`src/sv/tga_rle_pkg.sv`:
```
`timescale 1ns / 1ps
`default_nettype none
// ----------------------------------------------------------------------------
// tga_rle_pkg
// shared types and constants of the targa run-length pixel decoder
// ----------------------------------------------------------------------------
package tga_rle_pkg;

  localparam int unsigned DefaultMaxUnitBytes = 4;

  localparam int unsigned ByteW    = 8;
  localparam int unsigned PixelW   = 32;
  localparam int unsigned CountW   = 8;
  localparam int unsigned UnitsW   = 32;
  localparam int unsigned UnitSzW  = 3;
  localparam int unsigned CfgIdxW  = 2;
  localparam int unsigned CfgDataW = 32;

  localparam logic [ByteW-1:0] RunFlagMask = 8'h80;
  localparam logic [ByteW-1:0] RunLenMask  = 8'h7f;

  typedef enum logic [CfgIdxW-1:0] {
    CFG_BYTES_PER_UNIT = 2'd0,
    CFG_RLE_ENABLED    = 2'd1,
    CFG_TOTAL_UNITS    = 2'd2
  } cfg_idx_e;

  typedef struct packed {
    logic [UnitSzW-1:0] bytes_per_unit;
    logic               rle_enabled;
    logic [UnitsW-1:0]  total_units;
  } cfg_t;

  typedef struct packed {
    logic              run_clipped;
    logic              last_of_image;
    logic [CountW-1:0] repeat_count;
    logic [PixelW-1:0] pixel_value;
  } result_t;

endpackage
`default_nettype wire

```
`src/sv/tga_rle_core.sv`:
```
`timescale 1ns / 1ps
`default_nettype none
// ----------------------------------------------------------------------------
// tga_rle_core
// decoder state and one-byte step: header parse, unit assembly, run clipping
// ----------------------------------------------------------------------------
module tga_rle_core #(
  parameter int unsigned MAX_UNIT_BYTES = tga_rle_pkg::DefaultMaxUnitBytes
) (
  input  wire logic                           clk_i,
  input  wire logic                           rst_ni,
  input  wire tga_rle_pkg::cfg_t              cfg_i,
  input  wire logic                           step_i,
  input  wire logic [tga_rle_pkg::ByteW-1:0]  byte_i,
  output tga_rle_pkg::result_t                res_o,
  output logic                                res_vld_o
);

  localparam logic [tga_rle_pkg::UnitSzW-1:0] MaxUnit =
    tga_rle_pkg::UnitSzW'(MAX_UNIT_BYTES);

  logic                                  awaiting_q, awaiting_d;
  logic [1:0]                            pos_q, pos_d;
  logic [tga_rle_pkg::PixelW-1:0]        asm_q, asm_d;
  logic [tga_rle_pkg::CountW-1:0]        rem_q, rem_d;
  logic                                  rpt_q, rpt_d;
  logic [tga_rle_pkg::UnitsW-1:0]        written_q, written_d;

  logic [tga_rle_pkg::UnitSzW-1:0]       unit_n;
  logic [tga_rle_pkg::UnitsW-1:0]        tot, left;
  logic [tga_rle_pkg::PixelW-1:0]        asm_new, mask;
  logic [tga_rle_pkg::CountW-1:0]        cnt, rem_eff, rem_dec;
  logic                                  more, over, done, emit;

  always_comb begin
    if (cfg_i.bytes_per_unit == '0) begin
      unit_n = tga_rle_pkg::UnitSzW'(1);
    end else if (cfg_i.bytes_per_unit > MaxUnit) begin
      unit_n = MaxUnit;
    end else begin
      unit_n = cfg_i.bytes_per_unit;
    end
  end

  always_comb begin
    case (unit_n)
      3'd1:    mask = 32'h0000_00ff;
      3'd2:    mask = 32'h0000_ffff;
      3'd3:    mask = 32'h00ff_ffff;
      default: mask = 32'hffff_ffff;
    endcase
  end

  assign tot  = (cfg_i.total_units == '0) ? tga_rle_pkg::UnitsW'(1) : cfg_i.total_units;
  assign left = (written_q < tot) ? (tot - written_q) : tga_rle_pkg::UnitsW'(1);

  assign asm_new = asm_q | (tga_rle_pkg::PixelW'(byte_i) << {pos_q, 3'b000});
  assign rem_eff = (rem_q == '0) ? tga_rle_pkg::CountW'(1) : rem_q;
  assign rem_dec = rem_eff - tga_rle_pkg::CountW'(1);

  always_comb begin
    if (!cfg_i.rle_enabled) begin
      cnt  = tga_rle_pkg::CountW'(1);
      more = 1'b0;
    end else if (rpt_q) begin
      cnt  = rem_eff;
      more = 1'b0;
    end else begin
      cnt  = tga_rle_pkg::CountW'(1);
      more = (rem_dec != '0);
    end
  end

  assign over = (tga_rle_pkg::UnitsW'(cnt) > left);
  assign done = over || (tga_rle_pkg::UnitsW'(cnt) == left);

  always_comb begin
    awaiting_d = awaiting_q;
    pos_d      = pos_q;
    asm_d      = asm_q;
    rem_d      = rem_q;
    rpt_d      = rpt_q;
    written_d  = written_q;
    emit       = 1'b0;
    if (step_i) begin
      if (cfg_i.rle_enabled && awaiting_q) begin
        rpt_d      = (byte_i & tga_rle_pkg::RunFlagMask) != '0;
        rem_d      = (byte_i & tga_rle_pkg::RunLenMask) + tga_rle_pkg::CountW'(1);
        awaiting_d = 1'b0;
        pos_d      = '0;
        asm_d      = '0;
      end else if (({1'b0, pos_q} + 3'd1) < unit_n) begin
        asm_d = asm_new;
        pos_d = pos_q + 2'd1;
      end else begin
        emit  = 1'b1;
        asm_d = '0;
        pos_d = '0;
        if (cfg_i.rle_enabled) begin
          if (rpt_q) begin
            rem_d      = '0;
            awaiting_d = 1'b1;
          end else begin
            rem_d = rem_dec;
            if (rem_dec == '0) begin
              awaiting_d = 1'b1;
            end
          end
        end
        if (done) begin
          written_d  = '0;
          awaiting_d = 1'b1;
          rem_d      = '0;
          rpt_d      = 1'b0;
        end else begin
          written_d = written_q + tga_rle_pkg::UnitsW'(cnt);
        end
      end
    end
  end

  always_comb begin
    res_vld_o           = emit;
    res_o.pixel_value   = asm_new & mask;
    res_o.repeat_count  = over ? left[tga_rle_pkg::CountW-1:0] : cnt;
    res_o.last_of_image = done;
    res_o.run_clipped   = over || (done && more);
  end

  always_ff @(posedge clk_i or negedge rst_ni) begin
    if (!rst_ni) begin
      awaiting_q <= 1'b1;
      pos_q      <= '0;
      asm_q      <= '0;
      rem_q      <= '0;
      rpt_q      <= 1'b0;
      written_q  <= '0;
    end else begin
      awaiting_q <= awaiting_d;
      pos_q      <= pos_d;
      asm_q      <= asm_d;
      rem_q      <= rem_d;
      rpt_q      <= rpt_d;
      written_q  <= written_d;
    end
  end

endmodule
`default_nettype wire

```
`src/sv/tga_rle_pixel_decoder_unit.sv`:
```
`timescale 1ns / 1ps
`default_nettype none
// an accepted byte passes the input register, then the decoder step and the output register
// throughput: one payload byte per cycle while the output is not stalled, results held in an output register
// the input register frees whenever the output register is empty or taken
// reset: asynchronous, active low; configuration returns to 4-byte units,
// run-length coding on and a one-unit image, decoder awaits a packet header
// ----------------------------------------------------------------------------
// tga_rle_pixel_decoder_unit
// targa pixel payload decoder, one byte in, pixel unit and repeat count out
// ----------------------------------------------------------------------------
module tga_rle_pixel_decoder_unit #(
  parameter int unsigned MAX_UNIT_BYTES = tga_rle_pkg::DefaultMaxUnitBytes
) (
  input  wire logic                                clk_i,
  input  wire logic                                rst_ni,
  input  wire logic                                cfg_we_i,
  input  wire logic [tga_rle_pkg::CfgIdxW-1:0]     cfg_index_i,
  input  wire logic [tga_rle_pkg::CfgDataW-1:0]    cfg_wdata_i,
  input  wire logic                                s_axis_tvalid,
  output logic                                     s_axis_tready,
  input  wire logic [7:0]                          s_axis_tdata,  // data_byte
  output logic                                     m_axis_tvalid,
  input  wire logic                                m_axis_tready,
  output logic [39:0]                              m_axis_tdata,  // pixel_value, repeat_count
  output logic                                     m_axis_tlast,  // last_of_image
  output logic                                     m_axis_tuser   // run_clipped
);

  tga_rle_pkg::cfg_t    cfg_q, cfg_d;
  tga_rle_pkg::result_t res, out_q;
  logic                 res_vld;
  logic                 in_vld_q, in_vld_d;
  logic [7:0]           in_byte_q;
  logic                 out_vld_q, out_vld_d;
  logic                 out_free, advance, in_take;

  assign out_free      = !out_vld_q || m_axis_tready;
  assign advance       = in_vld_q && out_free;
  assign s_axis_tready = !in_vld_q || advance;
  assign in_take       = s_axis_tvalid && s_axis_tready;

  always_comb begin
    cfg_d = cfg_q;
    if (cfg_we_i) begin
      case (tga_rle_pkg::cfg_idx_e'(cfg_index_i))
        tga_rle_pkg::CFG_BYTES_PER_UNIT:
          cfg_d.bytes_per_unit = cfg_wdata_i[tga_rle_pkg::UnitSzW-1:0];
        tga_rle_pkg::CFG_RLE_ENABLED:
          cfg_d.rle_enabled = cfg_wdata_i[0];
        tga_rle_pkg::CFG_TOTAL_UNITS:
          cfg_d.total_units = cfg_wdata_i[tga_rle_pkg::UnitsW-1:0];
        default: cfg_d = cfg_q;
      endcase
    end
  end

  assign in_vld_d  = in_take || (in_vld_q && !advance);
  assign out_vld_d = out_free ? (advance && res_vld) : out_vld_q;

  tga_rle_core #(
    .MAX_UNIT_BYTES (MAX_UNIT_BYTES)
  ) u_core (
    .clk_i     (clk_i),
    .rst_ni    (rst_ni),
    .cfg_i     (cfg_q),
    .step_i    (advance),
    .byte_i    (in_byte_q),
    .res_o     (res),
    .res_vld_o (res_vld)
  );

  always_ff @(posedge clk_i or negedge rst_ni) begin
    if (!rst_ni) begin
      cfg_q.bytes_per_unit <= tga_rle_pkg::UnitSzW'(4);
      cfg_q.rle_enabled    <= 1'b1;
      cfg_q.total_units    <= tga_rle_pkg::UnitsW'(1);
      in_vld_q             <= 1'b0;
      out_vld_q            <= 1'b0;
    end else begin
      cfg_q     <= cfg_d;
      in_vld_q  <= in_vld_d;
      out_vld_q <= out_vld_d;
    end
  end

  always_ff @(posedge clk_i) begin
    if (in_take) begin
      in_byte_q <= s_axis_tdata;
    end
    if (out_free && advance && res_vld) begin
      out_q <= res;
    end
  end

  assign m_axis_tvalid = out_vld_q;
  assign m_axis_tdata  = {out_q.repeat_count, out_q.pixel_value};
  assign m_axis_tlast  = out_q.last_of_image;
  assign m_axis_tuser  = out_q.run_clipped;

endmodule
`default_nettype wire

```
`config.mk`:
```
export PLATFORM = sky130hd
export DESIGN_NAME = tga_rle_pixel_decoder_unit
export DESIGN_NICKNAME = d
export VERILOG_FILES = /design/src/sv/tga_rle_pkg.sv /design/src/sv/tga_rle_core.sv /design/src/sv/tga_rle_pixel_decoder_unit.sv
export SDC_FILE = /design/constraint.sdc
export NUM_CORES = 1
export LEC_CHECK = 0
export ABC_AREA = 1
export BUFFER_PORTS_ARGS = -buffer_cell sky130_fd_sc_hd__buf_2
export CAP_MARGIN = 40
export CORE_MARGIN = 4
export CORE_UTILIZATION = 56
export DETAILED_ROUTE_END_ITERATION = 8
export PLACE_DENSITY = 0.73
export SYNTH_ARGS = -nofsm -noshare
export SYNTH_HDL_FRONTEND = slang
export SYNTH_HIERARCHICAL = 1
export SYNTH_SLANG_ARGS = --single-unit
export TNS_END_PERCENT = 1
```
`constraint.sdc`:
```
create_clock -name clk_i -period 13 [get_ports clk_i]
set_clock_uncertainty 0.05 [all_clocks]
set_input_delay 1.95 -clock clk_i [delete_from_list [all_inputs] [get_ports clk_i]]
set_output_delay 1.95 -clock clk_i [all_outputs]
set_load 0.01 [all_outputs]
```
Yosys cells after proc, flatten, opt, wreduce, memory -nomap -nowiden
Cells that the tools add are included.
Storage, ports and cells
  bits in registers: 164
  input port bits: 47
  output and inout port bits: 44
  logic and storage cells: 103
Operators by class
  add/subtract/negate cells: 6
  order comparisons: 4
  equality and inequality tests: 7
  shifts and indexed selects: 1
  multiplexer cells: 33
  bitwise logic cells: 4
  reduce and logical (&&, ||, !) cells: 32
Operator list (number)
  32-bit two-way mux: 5
  32-bit case mux with 3 select lines: 1
  8-bit two-way mux: 9
  32-bit by 8-bit adder with 32-bit output: 1
  32-bit AND: 1
  8-bit by 32-bit == test with 1-bit output: 1
  8-bit by 32-bit > comparator with 1-bit output: 1
  32-bit zero test: 1
  32-bit < comparator: 1
  32-bit bitwise OR: 1
  8-bit by 5-bit << shifter with 32-bit output: 1
  32-bit subtractor: 1
  8-bit zero test: 2
  1-bit two-way mux: 14
  3-bit AND reduction: 3
  7-bit by 1-bit adder with 8-bit output, second input constant: 1
  1-bit logical AND: 8
  8-bit nonzero test: 1
  8-bit by 1-bit subtractor with 8-bit output, second input constant: 1
  3-bit by 2-bit == test with 1-bit output, second input constant: 2
  3-bit two-way mux: 2
  2-bit AND reduction: 3
  1-bit logical OR: 5
  2-bit two-way mux: 2
  16 further kinds: 19

Depth between registers and ports, before layout
  depth in word-level cells: 10
  mapped depth: 31
  mapped depth without buffers: 29

By module
The synthesis kept the hierarchy.
By module, submodules not included
  tga_rle_core: times used 1, cells an instance 1281, area each 7873.8 um^2, seq. area each 1903.1 um^2
  tga_rle_pixel_decoder_unit: times used 1, cells an instance 228, area each 3128.0 um^2, seq. area each 2456.1 um^2

Worst setup path before layout
No wires, ideal clock.
  path kind: input -> register
  start: input m_axis_tready
  end: register out_q, in the netlist m_axis_tdata[0] (enable)
  library setup time: 0.494 ns
  data arrival time: 5.720 ns
  required time: 12.456 ns
  path slack: 6.736 ns
  stages: 7
  buffers on the path: 1
  cells stage by stage: nor2_1 -> nor2_1 -> nand3_4 -> inv_1 -> clkbuf_1 -> inv_1 -> nor3_1
Between the ends
  longest elaborated chain between the ends: 4
  elaborated cells on any way between the ends: 5
  classes of those cells: mux: 1; reduce/logical: 4
RTL lines
  start: declaration: RTL line tga_rle_pixel_decoder_unit.sv:24  | input wire logic m_axis_tready,
  1-bit logical OR: RTL line tga_rle_pixel_decoder_unit.sv:38  | assign out_free = !out_vld_q || m_axis_tready;
  1-bit logical AND: RTL line tga_rle_pixel_decoder_unit.sv:39  | assign advance = in_vld_q && out_free;
  named net advance: RTL line tga_rle_pixel_decoder_unit.sv:36  | logic out_free, advance, in_take;
  1-bit two-way mux: RTL line tga_rle_core.sv:85  | if (step_i) begin
  named net res_vld: RTL line tga_rle_pixel_decoder_unit.sv:32  | logic res_vld;
  1-bit logical AND: RTL line tga_rle_pixel_decoder_unit.sv:91  | if (out_free && advance && res_vld) begin
  end signal: assignment: RTL line tga_rle_pixel_decoder_unit.sv:92  | out_q <= res;
  end: declaration: RTL line tga_rle_pixel_decoder_unit.sv:31  | tga_rle_pkg::result_t res, out_q;
The timed path passes the listed nets, and every way through them passes these cells.
A chain may end at the register's enable or synchronous reset.

Worst setup path after layout
  start: register cfg_q[20] in the netlist's numbering
  end: register u_core/rem_q[2] in the netlist's numbering
Between the ends
  longest elaborated chain between the ends: 9
  elaborated cells on any way between the ends: 13
  classes of those cells: add/sub: 1; order compare: 2; eq/ne: 1; mux: 5; reduce/logical: 4
RTL lines
  start: declaration: RTL line tga_rle_pixel_decoder_unit.sv:30  | tga_rle_pkg::cfg_t cfg_q, cfg_d;
  start signal: assignment: RTL line tga_rle_pixel_decoder_unit.sv:81  | cfg_q <= cfg_d;
  32-bit zero test: RTL line tga_rle_core.sv:54  | assign tot = (cfg_i.total_units == '0) ? tga_rle_pkg::UnitsW'(1) : cfg_i.total_units;
  32-bit two-way mux (*): RTL line tga_rle_core.sv:54
  32-bit subtractor or 32-bit < comparator (tied branches): RTL line tga_rle_core.sv:55  | assign left = (written_q < tot) ? (tot - written_q) : tga_rle_pkg::UnitsW'(1);
  32-bit two-way mux (*): RTL line tga_rle_core.sv:55
  8-bit by 32-bit > comparator with 1-bit output or 8-bit by 32-bit == test with 1-bit output (tied branches): RTL line tga_rle_core.sv:74, tga_rle_core.sv:75
  1-bit logical OR (*): RTL line tga_rle_core.sv:75  | assign done = over || (tga_rle_pkg::UnitsW'(cnt) == left);
  8-bit two-way mux: RTL line tga_rle_core.sv:110  | if (done) begin
  8-bit two-way mux: RTL line tga_rle_core.sv:92  | end else if (({1'b0, pos_q} + 3'd1) < unit_n) begin
  8-bit two-way mux: RTL line tga_rle_core.sv:86  | if (cfg_i.rle_enabled && awaiting_q) begin
  end signal: assignment: RTL line tga_rle_core.sv:142  | rem_q <= rem_d;
  end: declaration: RTL line tga_rle_core.sv:25  | logic [tga_rle_pkg::CountW-1:0] rem_q, rem_d;
Every way passes the cells marked *; elsewhere a longest branch is shown, timed or not. The select of a mux whose other input is x is not followed.

==> out/summary.txt <==
Status: completed
Final wirelength: 28100 µm
Crit. Startpoint: cfg_q[20]
Max cap viols: 0
DR pass1 iterations: 5
Buffers on Ports: 90
Final period utilization: 44.3%
Clk sinks: 164
Combined area of the multi-input logic cells: 0.00539 mm²
Die Ht: 148 µm
Clock Pin Slew Worst Setup and Hold Paths: 0.07 ns
Die Wd: 148 µm
Worst skew pair latency: 0.43 ns
Final net count: 1651
Fin. max-slew vios: 0
Element type at the critical path start: register
Top cell by count, worst path: nand2_1
P_leak: 6.16 nW
WP data arrival: 6.00 ns
Setup WS pre-CTS: 7.41 ns
CTS Buffer Depth: 2
RR Endpoint: u_core/rem_q[2]
Crit-path max FO: 18
Htree depth: 4
Critical Path RT: 13.24 ns
R2R Setup Slk: 7.24 ns
Register bit count reported by yosys: 164
All-Layer GR Usage: 25.5%
Initial antenna violation count: 0
Commonest cells after routing, fill and taps aside: nand2_1, inv_1, nor2_1, dfrtp_1, nand3_1
Dpl hpwl: 21500 µm
Dpl cell area: 0.0115 mm²
Hold WC Path Type: register to register
# IOs: 91
Drt drc: 0
Hold Buf Count CTS: 0
Avg Inst Size Synth: 7.29 µm²
CTS buffer count: 17
Via count of the first global-routing pass: 9040
Area delta synth->final: 10.0%
Final Hold Violating Endpoints: 0
TritonCTS clock tree: built
Commonest non-fill, non-tap cell in the layout: nand2_1
Starting DRT DRC Count: 664
Max-slew headroom: 35.5%
Global-route wire length before repair: 44900 µm
Synth unique cells: 52
Fillcell total: 1756
Ys flop type: dfrtp_1
Syn_nets: 1612
Seq/Total Area, Yosys: 39.6%
WL/cell: 15.4 µm
DIE AREA: 0.0220 mm²
Design area: 0.0121 mm²
Row cnt: 51
Initial cell density of the core: 56.7%
Setup crit end: u_core/rem_q[2]
Number of routed nets with antenna violations: 0
Layout Cells excl Fill: 1826
Remaining global-route overflow: 0
Gate Count Post-Synth: 1509
Fmax: 0.174 GHz
Setup TNS: 0 ns
Number of placed instances, taps included: 1794
Critical R2R Launch: cfg_q[20]
R2R depth: 28
Diode count: 0
Final Power: 2.40 mW
Worst slew pin tran: 0.968 ns
Pin count of the biggest net entering global routing: 48
Worst setup EP type: register
Critical path class: register to register
Period minus WS final: 5.76 ns
Async SR Flop Fraction: 69.5%
Final setup margin: 7.24 ns
Root buf cell: clkbuf_16
Worst ir drop on vdd: 0.119 mV
Via density per instance: 5.36
Crit-path max cell delay: 0.54 ns
Via count: 9794
Core area: 0.0194 mm²
Layout cells sized above 1: 12.0%
Slowest CP cell: o21ai_4
Post-CTS Setup Inserts: 0
Cts repair resizes: 0
Cell Area, Synth: 0.0110 mm²
Sequential Area: 0.00436 mm²
Yosys warnings: 6
Post-synth EDFFs: 50
Unrepaired setup endpoints after global routing: no
Global placement routability congestion: 0.921
Final-report setup violation count: 0
P per Cell Area: 198 mW/mm²
==> state kept, by name, indices dropped and copies added (netlist names) <==
register	count
m_axis_tlast	1
m_axis_tuser	1
u_core/written_q	32
m_axis_tdata	40
u_core/rpt_q	1
in_vld_q	1
in_byte_q	8
cfg_q	36
u_core/pos_q	2
u_core/asm_q	32
u_core/rem_q	8
m_axis_tvalid	1
u_core/awaiting_q	1
==> critical path, delay by kind of cell (launching register included) <==
kind / cells / cell delay [ns]
flops: 1 / 0.41
simple gates: 13 / 1.83
buf+inv: 1 / 0.12
fa+ha+maj: 3 / 0.72
compound gates: 11 / 2.48
==> stage by stage <==
stage                     utilization (%)  hold slack [ns]
after global routing                 62.4            0.454
after CTS                            62.4            0.414
after global placement               59.0            0.400
after floorplan                         -            0.392
final                                62.4            0.413
after detailed placement             59.3            0.405
==> synth_stat cells (3+ instances only) <==
cell / n / area (µm²)
nand2_1: 424 / 1590
inv_1: 233 / 875
nor2_1: 126 / 473
dfrtp_1: 110 / 2750
nand3_1: 94 / 470
a21oi_1: 88 / 440
nand4_1: 70 / 438
ha_1: 54 / 676
edfxtp_1: 50 / 1500
clkbuf_1: 48 / 180
nor3_1: 27 / 135
xor2_1: 20 / 175
o21ai_0: 19 / 95.1
nor4_1: 14 / 87.6
or2_2: 13 / 81.3
nand2_2: 10 / 62.6
buf_2: 9 / 45.0
buf_6: 8 / 90.1
nand3b_1: 8 / 60.1
o21a_1: 8 / 60.1
o21ai_2: 8 / 70.1
buf_4: 6 / 45.0
o22ai_1: 6 / 37.5
nand3_2: 5 / 50.1
a21oi_2: 4 / 35.0
buf_1: 4 / 15.0
dfstp_2: 4 / 105
nor2_2: 4 / 25.0
a21o_1: 3 / 22.5
==> area by class of cell <==
| class | count | area share, % |
|---|---|---|
| clock inverter | 15 | 1.52 |
| tap | 265 | 2.74 |
| clock buffer | 17 | 3.51 |
| multi-input combinational | 1033 | 44.5 |
| timing repair buffer | 95 | 4.38 |
| inverter | 237 | 7.35 |
| sequential | 164 | 36.0 |
==> cells by family after synthesis <==
logic type,after synthesis,share of synthesized area (%)
compound gates,150,8.10
xor+xnor,22,1.75
fa+ha+maj,56,6.51
buf+inv,312,11.5
flops,164,39.6
simple gates,805,32.5
==> layer usage <==
metal	GRT usage [%]	part of all wire, %	vias up
li1	-	-	4946
met1	32.9	43	4474
met2	44.6	50	333
met3	3.75	5.0	41
met4	7.99	2.3	0
met5	0	0	-
==> worst min path at each step <==
stage                 startpoint  slack [ns]  cells after the start                 to
2_1_floorplan  u_core/awaiting_q        0.39                      2  u_core/awaiting_q
3_3_place_gp   u_core/awaiting_q        0.40                      2  u_core/awaiting_q
3_5_place_dp   u_core/awaiting_q        0.40                      2  u_core/awaiting_q
4_1_cts        u_core/awaiting_q        0.41                      2  u_core/awaiting_q
5_1_grt                 cfg_q[0]        0.45                      2           cfg_q[0]
6_report       u_core/awaiting_q        0.41                      2  u_core/awaiting_q
==> power breakdown <==
| group | switching (mW) | leakage, nW | internal, mW |
|---|---|---|---|
| clock network | 0.236 | 0.288 | 0.276 |
| registers | 0.0936 | 1.93 | 0.677 |
| logic | 0.735 | 3.94 | 0.384 |
No activity file was read; power rests on OpenSTA's default activity.
